$ cat config.mk
export PLATFORM = sky130hd
export DESIGN_NAME = cube_sphere_vertex_gen_top_flat
export DESIGN_NICKNAME = d
export VERILOG_FILES = /design/src/hw/rtl/csvg_pkg.sv /design/src/hw/rtl/csvg_if.sv /design/src/hw/rtl/csvg_queue.sv /design/src/hw/rtl/csvg_front.sv /design/src/hw/rtl/csvg_back.sv /design/src/hw/rtl/csvg_emit.sv /design/src/hw/rtl/cube_sphere_vertex_gen_top.sv /design/src/flat_wrapper.sv
export SDC_FILE = /design/constraint.sdc
export NUM_CORES = 2
export LEC_CHECK = 0
export ABC_AREA = 1
export BUFFER_PORTS_ARGS = -buffer_cell sky130_fd_sc_hd__buf_4
export CORE_MARGIN = 1.5
export CORE_UTILIZATION = 50
export DETAILED_ROUTE_END_ITERATION = 10
export GPL_ROUTABILITY_DRIVEN = 0
export PLACE_DENSITY = 0.75
export SETUP_SLACK_MARGIN = 0.05
export SYNTH_ARGS = -nofsm -noshare
export SYNTH_HDL_FRONTEND = slang
export SYNTH_HIERARCHICAL = 1
export SYNTH_SLANG_ARGS = --single-unit
export TNS_END_PERCENT = 10
$ cat constraint.sdc
create_clock -name clk -period 9.4 [get_ports clk]
set_clock_uncertainty 0.15 [all_clocks]
set_input_delay 0.94 -clock clk [delete_from_list [all_inputs] [get_ports clk]]
set_output_delay 0.94 -clock clk [all_outputs]
set_load 0.005 [all_outputs]
$ cat src/hw/rtl/csvg_pkg.sv
// shared constants and types for the cube-sphere vertex generator
package csvg_pkg;

  localparam int MAX_GRID_EDGE = 64;
  localparam int MIN_GRID_EDGE = 2;
  localparam int NORM_BITS     = 20;

  localparam int EDGE_W   = 7;
  localparam int RADIUS_W = 24;
  localparam int COORD_W  = 8;
  localparam int SUMSQ_W  = 16;
  localparam int CELL_W   = 13;
  localparam int INDEX_W  = 15;
  localparam int POS_W    = 26;
  localparam int FACE_W   = 3;
  localparam int LEN_W    = 28;

  localparam logic [FACE_W-1:0] FACE_FIRST = 3'd0;
  localparam logic [FACE_W-1:0] FACE_LAST  = 3'd5;

  localparam logic [0:0] REG_GRID_EDGE = 1'b0;
  localparam logic [0:0] REG_RADIUS    = 1'b1;

  // one classified grid point waiting for the arithmetic core
  typedef struct packed {
    logic                       outside;
    logic signed [COORD_W-1:0]  a;
    logic signed [COORD_W-1:0]  b;
    logic signed [COORD_W-1:0]  c;
    logic [SUMSQ_W-1:0]         sumsq;
    logic [CELL_W-1:0]          base;
    logic [CELL_W-1:0]          per_face;
  } job_t;

  // scaled coordinates of one grid point, ready for the six faces
  typedef struct packed {
    logic                       outside;
    logic signed [POS_W-1:0]    px;
    logic signed [POS_W-1:0]    py;
    logic signed [POS_W-1:0]    pz;
    logic [CELL_W-1:0]          base;
    logic [CELL_W-1:0]          per_face;
  } point_t;

endpackage

$ cat src/hw/rtl/csvg_if.sv
// item channels: grid points in, vertices out
interface csvg_in_if;
  logic       valid;
  logic       ready;
  logic [5:0] grid_row;
  logic [5:0] grid_col;
  modport source (output valid, grid_row, grid_col, input ready);
  modport sink (input valid, grid_row, grid_col, output ready);
endinterface

interface csvg_out_if;
  logic                               valid;
  logic                               ready;
  logic [csvg_pkg::FACE_W-1:0]        face_number;
  logic [csvg_pkg::INDEX_W-1:0]       vertex_index;
  logic signed [csvg_pkg::POS_W-1:0]  pos_x;
  logic signed [csvg_pkg::POS_W-1:0]  pos_y;
  logic signed [csvg_pkg::POS_W-1:0]  pos_z;
  logic                               out_of_grid;
  logic                               last_face;
  modport source (output valid, face_number, vertex_index, pos_x, pos_y, pos_z,
                  out_of_grid, last_face, input ready);
  modport sink (input valid, face_number, vertex_index, pos_x, pos_y, pos_z,
                out_of_grid, last_face, output ready);
  modport mon (input valid, ready, face_number, vertex_index, pos_x, pos_y, pos_z,
               out_of_grid, last_face);
endinterface

$ cat src/hw/rtl/csvg_queue.sv
// two-entry job queue between the front end and the arithmetic core
module csvg_queue (
  input  logic           clk,
  input  logic           rst,
  input  logic           push,
  input  csvg_pkg::job_t wdata,
  output logic           full,
  input  logic           pop,
  output csvg_pkg::job_t rdata,
  output logic           empty
);

  csvg_pkg::job_t mem [2];
  logic           wptr;
  logic           rptr;
  logic [1:0]     count;

  assign full  = (count == 2'd2);
  assign empty = (count == 2'd0);
  assign rdata = mem[rptr];

  always_ff @(posedge clk) begin
    if (rst) begin
      wptr  <= 1'b0;
      rptr  <= 1'b0;
      count <= 2'd0;
    end else begin
      if (push) begin
        mem[wptr] <= wdata;
        wptr      <= ~wptr;
      end
      if (pop) begin
        rptr <= ~rptr;
      end
      unique case ({push, pop})
        2'b10:   count <= count + 2'd1;
        2'b01:   count <= count - 2'd1;
        default: count <= count;
      endcase
    end
  end

endmodule

$ cat src/hw/rtl/csvg_front.sv
// front end: takes grid points, checks them against the grid and forms the integer vector
module csvg_front (
  input  logic                          clk,
  input  logic                          rst,
  csvg_in_if.sink                       grid,
  input  logic [csvg_pkg::EDGE_W-1:0]   grid_edge,
  output logic                          push,
  output csvg_pkg::job_t                job,
  input  logic                          full
);

  logic [csvg_pkg::EDGE_W-1:0]       n_eff;
  logic [5:0]                        m;
  logic signed [15:0]                sq_a;
  logic signed [15:0]                sq_b;
  logic signed [15:0]                sq_c;
  logic [17:0]                       sum;
  logic [13:0]                       lin_idx;
  logic [13:0]                       nn;
  logic                              seen;

  always_comb begin
    if (grid_edge < csvg_pkg::EDGE_W'(csvg_pkg::MIN_GRID_EDGE)) begin
      n_eff = csvg_pkg::EDGE_W'(csvg_pkg::MIN_GRID_EDGE);
    end else if (grid_edge > csvg_pkg::EDGE_W'(csvg_pkg::MAX_GRID_EDGE)) begin
      n_eff = csvg_pkg::EDGE_W'(csvg_pkg::MAX_GRID_EDGE);
    end else begin
      n_eff = grid_edge;
    end
    m = 6'(n_eff - 7'd1);
    // point scaled by N-1: (2i-M, 2j-M, M)
    job.a = $signed({1'b0, grid.grid_row, 1'b0}) - $signed({2'b00, m});
    job.b = $signed({1'b0, grid.grid_col, 1'b0}) - $signed({2'b00, m});
    job.c = $signed({2'b00, m});
    sq_a  = job.a * job.a;
    sq_b  = job.b * job.b;
    sq_c  = job.c * job.c;
    sum   = 18'(sq_a) + 18'(sq_b) + 18'(sq_c);
    job.sumsq = sum[csvg_pkg::SUMSQ_W-1:0];
    lin_idx = ({8'd0, grid.grid_row} * {7'd0, n_eff}) + {8'd0, grid.grid_col};
    nn      = {7'd0, n_eff} * {7'd0, n_eff};
    job.base     = lin_idx[csvg_pkg::CELL_W-1:0];
    job.per_face = nn[csvg_pkg::CELL_W-1:0];
    job.outside  = ({1'b0, grid.grid_row} >= n_eff) || ({1'b0, grid.grid_col} >= n_eff);
  end

  assign grid.ready = seen && !full;
  assign push       = grid.valid && grid.ready;

  // hold off taking items for the cycle that reset is released
  always_ff @(posedge clk) begin
    if (rst) begin
      seen <= 1'b0;
    end else begin
      seen <= 1'b1;
    end
  end

endmodule

$ cat src/hw/rtl/csvg_back.sv
// arithmetic core: square root of the squared length, then three rounded divisions
module csvg_back (
  input  logic                           clk,
  input  logic                           rst,
  input  logic [csvg_pkg::RADIUS_W-1:0]  radius,
  input  logic                           empty,
  input  csvg_pkg::job_t                 job,
  output logic                           pop,
  output logic                           res_valid,
  input  logic                           res_ready,
  output csvg_pkg::point_t               res
);

  typedef enum logic [2:0] {IDLE, SQRT, MUL, DSET, DIV, DONE} state_t;

  state_t                            state;
  csvg_pkg::job_t                    cur;
  logic [3:0]                        cnt;
  logic [1:0]                        k;
  logic [15:0]                       vsh;
  logic [29:0]                       srem;
  logic [csvg_pkg::LEN_W-1:0]        root;
  logic [csvg_pkg::LEN_W-1:0]        len;
  logic [30:0]                       prod;
  logic [28:0]                       drem;
  logic [25:0]                       dsh;
  logic [25:0]                       quo;
  logic signed [csvg_pkg::POS_W-1:0] crd [3];

  logic [29:0]                       srem_next;
  logic [csvg_pkg::LEN_W-1:0]        root_next;
  logic [28:0]                       drem_next;
  logic [25:0]                       quo_next;
  logic signed [csvg_pkg::COORD_W-1:0] sel;
  logic [6:0]                        mag;
  logic [52:0]                       dd;
  logic [25:0]                       qclip;
  logic [28:0]                       dvs;

  // two square root digits per cycle
  always_comb begin
    logic [31:0] t;
    logic [31:0] trial;
    logic [15:0] v;
    srem_next = srem;
    root_next = root;
    v         = vsh;
    for (int i = 0; i < 2; i++) begin
      t     = {srem_next, v[15:14]};
      trial = {2'b00, root_next, 2'b01};
      if (t >= trial) begin
        srem_next = 30'(t - trial);
        root_next = {root_next[csvg_pkg::LEN_W-2:0], 1'b1};
      end else begin
        srem_next = t[29:0];
        root_next = {root_next[csvg_pkg::LEN_W-2:0], 1'b0};
      end
      v = {v[13:0], 2'b00};
    end
  end

  // two quotient bits per cycle
  assign dvs = {len, 1'b0};
  always_comb begin
    logic [29:0] t;
    logic [25:0] s;
    drem_next = drem;
    quo_next  = quo;
    s         = dsh;
    for (int i = 0; i < 2; i++) begin
      t = {drem_next, s[25]};
      if (t >= {1'b0, dvs}) begin
        drem_next = 29'(t - {1'b0, dvs});
        quo_next  = {quo_next[24:0], 1'b1};
      end else begin
        drem_next = t[28:0];
        quo_next  = {quo_next[24:0], 1'b0};
      end
      s = {s[24:0], 1'b0};
    end
  end

  always_comb begin
    unique case (k)
      2'd0:    sel = cur.a;
      2'd1:    sel = cur.b;
      default: sel = cur.c;
    endcase
    mag   = sel[csvg_pkg::COORD_W-1] ? 7'(-sel) : sel[6:0];
    // round half away: (2*num + len) / (2*len)
    dd    = {1'b0, prod, 21'd0} + {25'd0, len};
    qclip = (quo_next > {2'b00, radius}) ? {2'b00, radius} : quo_next;
  end

  assign pop          = (state == IDLE) && !empty;
  assign res_valid    = (state == DONE);
  assign res.outside  = cur.outside;
  assign res.px       = crd[0];
  assign res.py       = crd[1];
  assign res.pz       = crd[2];
  assign res.base     = cur.base;
  assign res.per_face = cur.per_face;

  always_ff @(posedge clk) begin
    if (rst) begin
      state <= IDLE;
      cnt   <= 4'd0;
      k     <= 2'd0;
    end else begin
      unique case (state)
        IDLE: begin
          if (!empty) begin
            cur   <= job;
            vsh   <= job.sumsq;
            srem  <= 30'd0;
            root  <= '0;
            cnt   <= 4'd13;
            state <= SQRT;
          end
        end
        SQRT: begin
          srem <= srem_next;
          root <= root_next;
          vsh  <= {vsh[11:0], 4'd0};
          cnt  <= cnt - 4'd1;
          if (cnt == 4'd0) begin
            len   <= root_next;
            k     <= 2'd0;
            state <= MUL;
          end
        end
        MUL: begin
          prod  <= {7'd0, radius} * {24'd0, mag};
          state <= DSET;
        end
        DSET: begin
          drem  <= {2'b00, dd[52:26]};
          dsh   <= dd[25:0];
          quo   <= 26'd0;
          cnt   <= 4'd12;
          state <= DIV;
        end
        DIV: begin
          drem <= drem_next;
          quo  <= quo_next;
          dsh  <= {dsh[23:0], 2'b00};
          cnt  <= cnt - 4'd1;
          if (cnt == 4'd0) begin
            crd[k] <= sel[csvg_pkg::COORD_W-1] ? -$signed(qclip) : $signed(qclip);
            if (k == 2'd2) begin
              state <= DONE;
            end else begin
              k     <= k + 2'd1;
              state <= MUL;
            end
          end
        end
        DONE: begin
          if (res_ready) begin
            state <= IDLE;
          end
        end
        default: state <= IDLE;
      endcase
    end
  end

endmodule

$ cat src/hw/rtl/csvg_emit.sv
// back end: sends six face vertices per point, one per cycle while ready
module csvg_emit (
  input  logic             clk,
  input  logic             rst,
  input  logic             res_valid,
  output logic             res_ready,
  input  csvg_pkg::point_t res,
  csvg_out_if.source       vertex
);

  csvg_pkg::point_t              set;
  logic                          busy;
  logic [csvg_pkg::FACE_W-1:0]   face;
  logic [csvg_pkg::INDEX_W-1:0]  idx;
  logic                          fire;
  logic signed [csvg_pkg::POS_W-1:0] vx;
  logic signed [csvg_pkg::POS_W-1:0] vy;
  logic signed [csvg_pkg::POS_W-1:0] vz;

  assign fire      = vertex.valid && vertex.ready;
  assign res_ready = !busy || (fire && face == csvg_pkg::FACE_LAST);

  always_comb begin
    unique case (face)
      3'd0:    begin vx = set.px;  vy = set.py;  vz = -set.pz; end
      3'd1:    begin vx = set.px;  vy = set.py;  vz = set.pz;  end
      3'd2:    begin vx = set.px;  vy = set.pz;  vz = set.py;  end
      3'd3:    begin vx = set.px;  vy = -set.pz; vz = set.py;  end
      3'd4:    begin vx = -set.pz; vy = set.px;  vz = set.py;  end
      default: begin vx = set.pz;  vy = set.px;  vz = set.py;  end
    endcase
  end

  assign vertex.valid        = busy;
  assign vertex.face_number  = face;
  assign vertex.out_of_grid  = set.outside;
  assign vertex.last_face    = (face == csvg_pkg::FACE_LAST);
  assign vertex.vertex_index = set.outside ? '0 : idx;
  assign vertex.pos_x        = set.outside ? '0 : vx;
  assign vertex.pos_y        = set.outside ? '0 : vy;
  assign vertex.pos_z        = set.outside ? '0 : vz;

  always_ff @(posedge clk) begin
    if (rst) begin
      busy <= 1'b0;
      face <= csvg_pkg::FACE_FIRST;
    end else begin
      // a new point is only taken when idle or on the last face going out
      if (res_valid && res_ready) begin
        set  <= res;
        busy <= 1'b1;
        face <= csvg_pkg::FACE_FIRST;
        idx  <= {2'b00, res.base};
      end else if (fire) begin
        if (face == csvg_pkg::FACE_LAST) begin
          busy <= 1'b0;
        end else begin
          face <= face + 3'd1;
          idx  <= idx + {2'b00, set.per_face};
        end
      end
    end
  end

endmodule

$ cat src/hw/rtl/cube_sphere_vertex_gen_top.sv
// top level of the cube-sphere grid vertex generator
// Each grid point (row, column) becomes six sphere vertices, one per cube face,
// sent one per cycle while the receiver is ready, with face 5 marked last. The
// front end takes a point in any cycle that its two-entry queue has room; the
// arithmetic core then forms the square root at two digits a cycle and three
// rounded divisions at two quotient bits a cycle. That shared iterative core
// works on one point at a time and takes no new point until the last is handed on.
// The six results of one point go out while the core already works on the next.
// Configuration is written through cfg_wr_en / cfg_addr / cfg_wdata: index 0 is
// the grid edge N (clamped to 2..64), index 1 the Q8.16 radius; write only while
// no point is in flight.
module cube_sphere_vertex_gen_top (
  input  logic                            clk,
  input  logic                            rst,
  csvg_in_if.sink                         grid,
  csvg_out_if.source                      vertex,
  input  logic                            cfg_wr_en,
  input  logic [0:0]                      cfg_addr,
  input  logic [csvg_pkg::RADIUS_W-1:0]   cfg_wdata
);

  logic [csvg_pkg::EDGE_W-1:0]    grid_edge;
  logic [csvg_pkg::RADIUS_W-1:0]  radius;
  logic                           push;
  logic                           full;
  logic                           pop;
  logic                           empty;
  csvg_pkg::job_t                 job_in;
  csvg_pkg::job_t                 job_out;
  logic                           res_valid;
  logic                           res_ready;
  csvg_pkg::point_t               res;

  always_ff @(posedge clk) begin
    if (rst) begin
      grid_edge <= csvg_pkg::EDGE_W'(16);
      radius    <= csvg_pkg::RADIUS_W'(65536);
    end else if (cfg_wr_en) begin
      unique case (cfg_addr)
        csvg_pkg::REG_GRID_EDGE: grid_edge <= cfg_wdata[csvg_pkg::EDGE_W-1:0];
        csvg_pkg::REG_RADIUS:    radius    <= cfg_wdata;
        default:                 radius    <= radius;
      endcase
    end
  end

  csvg_front u_front (
    .clk       (clk),
    .rst       (rst),
    .grid      (grid),
    .grid_edge (grid_edge),
    .push      (push),
    .job       (job_in),
    .full      (full)
  );

  csvg_queue u_queue (
    .clk   (clk),
    .rst   (rst),
    .push  (push),
    .wdata (job_in),
    .full  (full),
    .pop   (pop),
    .rdata (job_out),
    .empty (empty)
  );

  csvg_back u_back (
    .clk       (clk),
    .rst       (rst),
    .radius    (radius),
    .empty     (empty),
    .job       (job_out),
    .pop       (pop),
    .res_valid (res_valid),
    .res_ready (res_ready),
    .res       (res)
  );

  csvg_emit u_emit (
    .clk       (clk),
    .rst       (rst),
    .res_valid (res_valid),
    .res_ready (res_ready),
    .res       (res),
    .vertex    (vertex)
  );

endmodule

$ cat src/flat_wrapper.sv
// flat-port wrapper written by rule: the top's interface ports become plain ports
module cube_sphere_vertex_gen_top_flat 
  (clk, rst, cfg_wr_en, cfg_addr, cfg_wdata, grid_valid, grid_grid_row, grid_grid_col, grid_ready, vertex_valid, vertex_face_number, vertex_vertex_index, vertex_pos_x, vertex_pos_y, vertex_pos_z, vertex_out_of_grid, vertex_last_face, vertex_ready);
  csvg_in_if grid_i ();
  csvg_out_if vertex_i ();
  input  logic clk;
  input  logic rst;
  input  logic cfg_wr_en;
  input  logic [0:0] cfg_addr;
  input  logic [csvg_pkg::RADIUS_W-1:0] cfg_wdata;
  input wire logic [$bits(grid_i.valid)-1:0] grid_valid;
  input wire logic [$bits(grid_i.grid_row)-1:0] grid_grid_row;
  input wire logic [$bits(grid_i.grid_col)-1:0] grid_grid_col;
  output wire logic [$bits(grid_i.ready)-1:0] grid_ready;
  output wire logic [$bits(vertex_i.valid)-1:0] vertex_valid;
  output wire logic [$bits(vertex_i.face_number)-1:0] vertex_face_number;
  output wire logic [$bits(vertex_i.vertex_index)-1:0] vertex_vertex_index;
  output wire logic [$bits(vertex_i.pos_x)-1:0] vertex_pos_x;
  output wire logic [$bits(vertex_i.pos_y)-1:0] vertex_pos_y;
  output wire logic [$bits(vertex_i.pos_z)-1:0] vertex_pos_z;
  output wire logic [$bits(vertex_i.out_of_grid)-1:0] vertex_out_of_grid;
  output wire logic [$bits(vertex_i.last_face)-1:0] vertex_last_face;
  input wire logic [$bits(vertex_i.ready)-1:0] vertex_ready;
  assign grid_i.valid = grid_valid;
  assign grid_i.grid_row = grid_grid_row;
  assign grid_i.grid_col = grid_grid_col;
  assign grid_ready = grid_i.ready;
  assign vertex_valid = vertex_i.valid;
  assign vertex_face_number = vertex_i.face_number;
  assign vertex_vertex_index = vertex_i.vertex_index;
  assign vertex_pos_x = vertex_i.pos_x;
  assign vertex_pos_y = vertex_i.pos_y;
  assign vertex_pos_z = vertex_i.pos_z;
  assign vertex_out_of_grid = vertex_i.out_of_grid;
  assign vertex_last_face = vertex_i.last_face;
  assign vertex_i.ready = vertex_ready;
  cube_sphere_vertex_gen_top u_core (.clk(clk), .rst(rst), .grid(grid_i), .vertex(vertex_i), .cfg_wr_en(cfg_wr_en), .cfg_addr(cfg_addr), .cfg_wdata(cfg_wdata));
endmodule
==> out/metrics.csv <==
metric;value;unit
status;finished, final reports clean;
R2R Setup Slk;0.51;ns
IO Pins;142;
Crit path top cell by count;inv_1;
clk sinks;632;
final worst setup slack;0.514;ns
Worst-Margin Slew;1.24;ns
Root Driver;clkbuf_16;
R2R cell count;40;
ys flop type;edfxtp_1;
placed insts;7392;
fmax;0.113;GHz
Fin Setup TNS;0;ns
via count;41900;
Period minus WS final;8.89;ns
GR Util met3;3.85;%
initial antenna violation count;3;
GR Util met2;42.3;%
clock latency on the worst-skew pair;0.66;ns
final setup fails;0;
row cnt;117;
Clock Path Buffers;3;
Initial Util;50.5;%
GRT Total Usage;25.8;%
Fill cells;8912;
CTS Buf Count;71;
pre-CTS setup slack;0.571;ns
post-route ant nets;0;
max-capacitance violation count;0;
syn avg cell area;8.55;um^2
layout net count;6810;
Critical Path RT;9.63;ns
Starting DRT DRC Count;4091;
CP Max Fanout;14;
Crit. End Element;register;
vias in the first global route;40400;
IO Port Bufs;141;
Post-Layout Cell Count;7527;
Unique masters post-synth;67;
H-tree Lvls;3;
Synthesis Warnings;6;
FFs w/ async S/R, synth;0;%
startpoint types;register;
die area;105000;um^2
Min-Delay Path Class;reg -> reg;
Worst path max stage delay;0.55;ns
Critical R2R Launch;u_core/grid_edge[2];
first-pass GRT wire length;214000;um
hpwl dp;103000;um
register bit total from synthesis;632;
most frequent cells in the layout;1289 x nand2_1, 955 x inv_1, 607 x nor2_1;
M1 GR Usage;34.0;%
kind of critical path;reg -> reg;
Core Area;102000;um^2
Tcrit/Tclk final;94.5;%
RSZ-0062 raised after global routing;true;
Fin. Hold Viols;0;
GRT overflow;0;
number of synthesized flops with an enable pin;582;
Critical-path top delay cell;fa_1;
Hold EP;u_core/u_emit/set[67];
Mapped Cells;6008;
GRT Max-Usage Layer;met2;
footprint of the multi-input gates;28300;um^2
DR WL/cell;18.0;um
max_slew headroom;17.5;%
Synth Cell Area;51400;um^2
largest net degree at the start of global routing;80;
drt total wl;135000;um
share of cells above drive strength 1;8.24;%
flip-flop and latch area;18500;um^2
register area share after synthesis;36.0;%
Hold Buf Count CTS;0;
FF-to-FF End;u_core/u_queue/mem[1][39];
First-pass DRT Iterations;6;
# DRC;0;
Slew Viols, Final;0;
Hold Path Depth;0;
area grow syn2layout;8.93;%
CTS tree;built;
WP data arrival;9.12;ns
Horiz. Die Dim;323;um
HP Start;u_core/u_back/crd[1][15];
commonest non-fill, non-tap cell in the layout;nand2_1;
Die Height;323;um
Clock transition at path regs;0.06;ns
detail-routed via count per cell;5.56;
how the worst max path moves through the flow:
| stage | slack, ns | from | endpoint |
|---|---|---|---|
| finish | 0.51 | u_core/grid_edge[2] | u_core/u_queue/mem[1][39] |
| global route | 0.004 | u_core/grid_edge[3] | u_core/u_queue/mem[1][39] |
| CTS | 0.52 | u_core/grid_edge[2] | u_core/u_queue/mem[0][41] |
| detailed placement | 0.57 | u_core/grid_edge[2] | u_core/u_queue/mem[0][41] |
| global placement | 0.73 | u_core/grid_edge[2] | u_core/u_queue/mem[0][39] |
| floorplan | 0.95 | u_core/grid_edge[4] | u_core/u_queue/mem[0][39] |
kinds of logic (layout without fill, tap and decap cells):
logic type | count (synthesis) | count (layout) | share of synthesized area, %
flops | 632 | 632 | 36.0
mux | 67 | 67 | 1.69
fa+ha+maj | 671 | 671 | 20.6
simple gates | 2420 | 2420 | 19.8
other cells | 1 | 14 | 0.00730
xor+xnor | 216 | 216 | 3.70
buf+inv | 1163 | 1301 | 9.10
compound gates | 838 | 838 | 9.18
area by class of cell:
cell class                 instances  share of cell area, %
sequential                       632                   33.0
tap                             1368                   3.06
clock buffer                      86                   3.35
timing repair buffer             183                   2.46
multi-input combinational       4223                   50.6
clock inverter                    46                  0.805
inverter                         986                   6.65
antenna                            3                 0.0134
layer usage:
metal	share of wire [%]	wire length, um	vias up
met5	0	0	-
met4	4.4	6000	0
met3	7.8	10600	331
met2	47	63000	1822
met1	41	55700	19900
li1	-	-	19800
sequential cells by signal, summed over array words and instances, names as in the netlist, 27 cells and up, named ones only:
name and count:
u_core/u_back/crd 78, u_core/u_back/drem 29, u_core/u_back/len 28, u_core/u_back/prod 31, u_core/u_back/res 27, u_core/u_back/root 28
u_core/u_back/srem 30, u_core/u_emit/set 91, u_core/u_queue/mem 134
per-stage QoR:
stage               util [%]  cell area (um^2)  hold WS [ns]
global route            55.0             55900         0.268
detailed placement      52.7             53600         0.255
finish                  55.0             55900         0.255
CTS                     55.0             55900         0.264
floorplan                  -             51400         0.250
global placement        52.7             53600         0.251
Yosys cell counts (23+ instances only):
library cell / number / area share [%]
nand2_1: 1291 / 9.4
inv_1: 956 / 7.0
nor2_1: 615 / 4.5
edfxtp_1: 582 / 34
ha_1: 383 / 9.3
a21oi_1: 314 / 3.1
o21ai_0: 294 / 2.9
fa_1: 288 / 11
nand3_1: 266 / 2.6
xor2_1: 123 / 2.1
xnor2_1: 92 / 1.6
clkbuf_1: 88 / 0.64
nand4_1: 73 / 0.89
dfxtp_1: 50 / 1.9
a31oi_1: 49 / 0.60
nor3_1: 44 / 0.43
buf_4: 39 / 0.57
mux2_2: 37 / 0.81
mux2_4: 30 / 0.88
nand2_2: 28 / 0.34
buf_2: 25 / 0.24
a22oi_1: 24 / 0.35
inv_2: 23 / 0.17
o21bai_1: 23 / 0.34
worst max-delay path, delay by kind of cell, from the launching register on:
family          cells  cell delay, ns
simple gates       13            1.30
compound gates      4            0.64
flops               1            0.48
buf+inv             9            0.69
fa+ha+maj          12            5.04
xor+xnor            2            0.31
timing repair:
| action | in CTS | in global routing |
|---|---|---|
| endpoints found under the setup margin | 0 | 6 |
| gates resized for setup | 0 | 3 |
| buffers inserted | 0 | 0 |
Power is left out: the tool's default activity adds up to more than one toggle a clock period on the data nets, which glitch-free logic cannot reach.
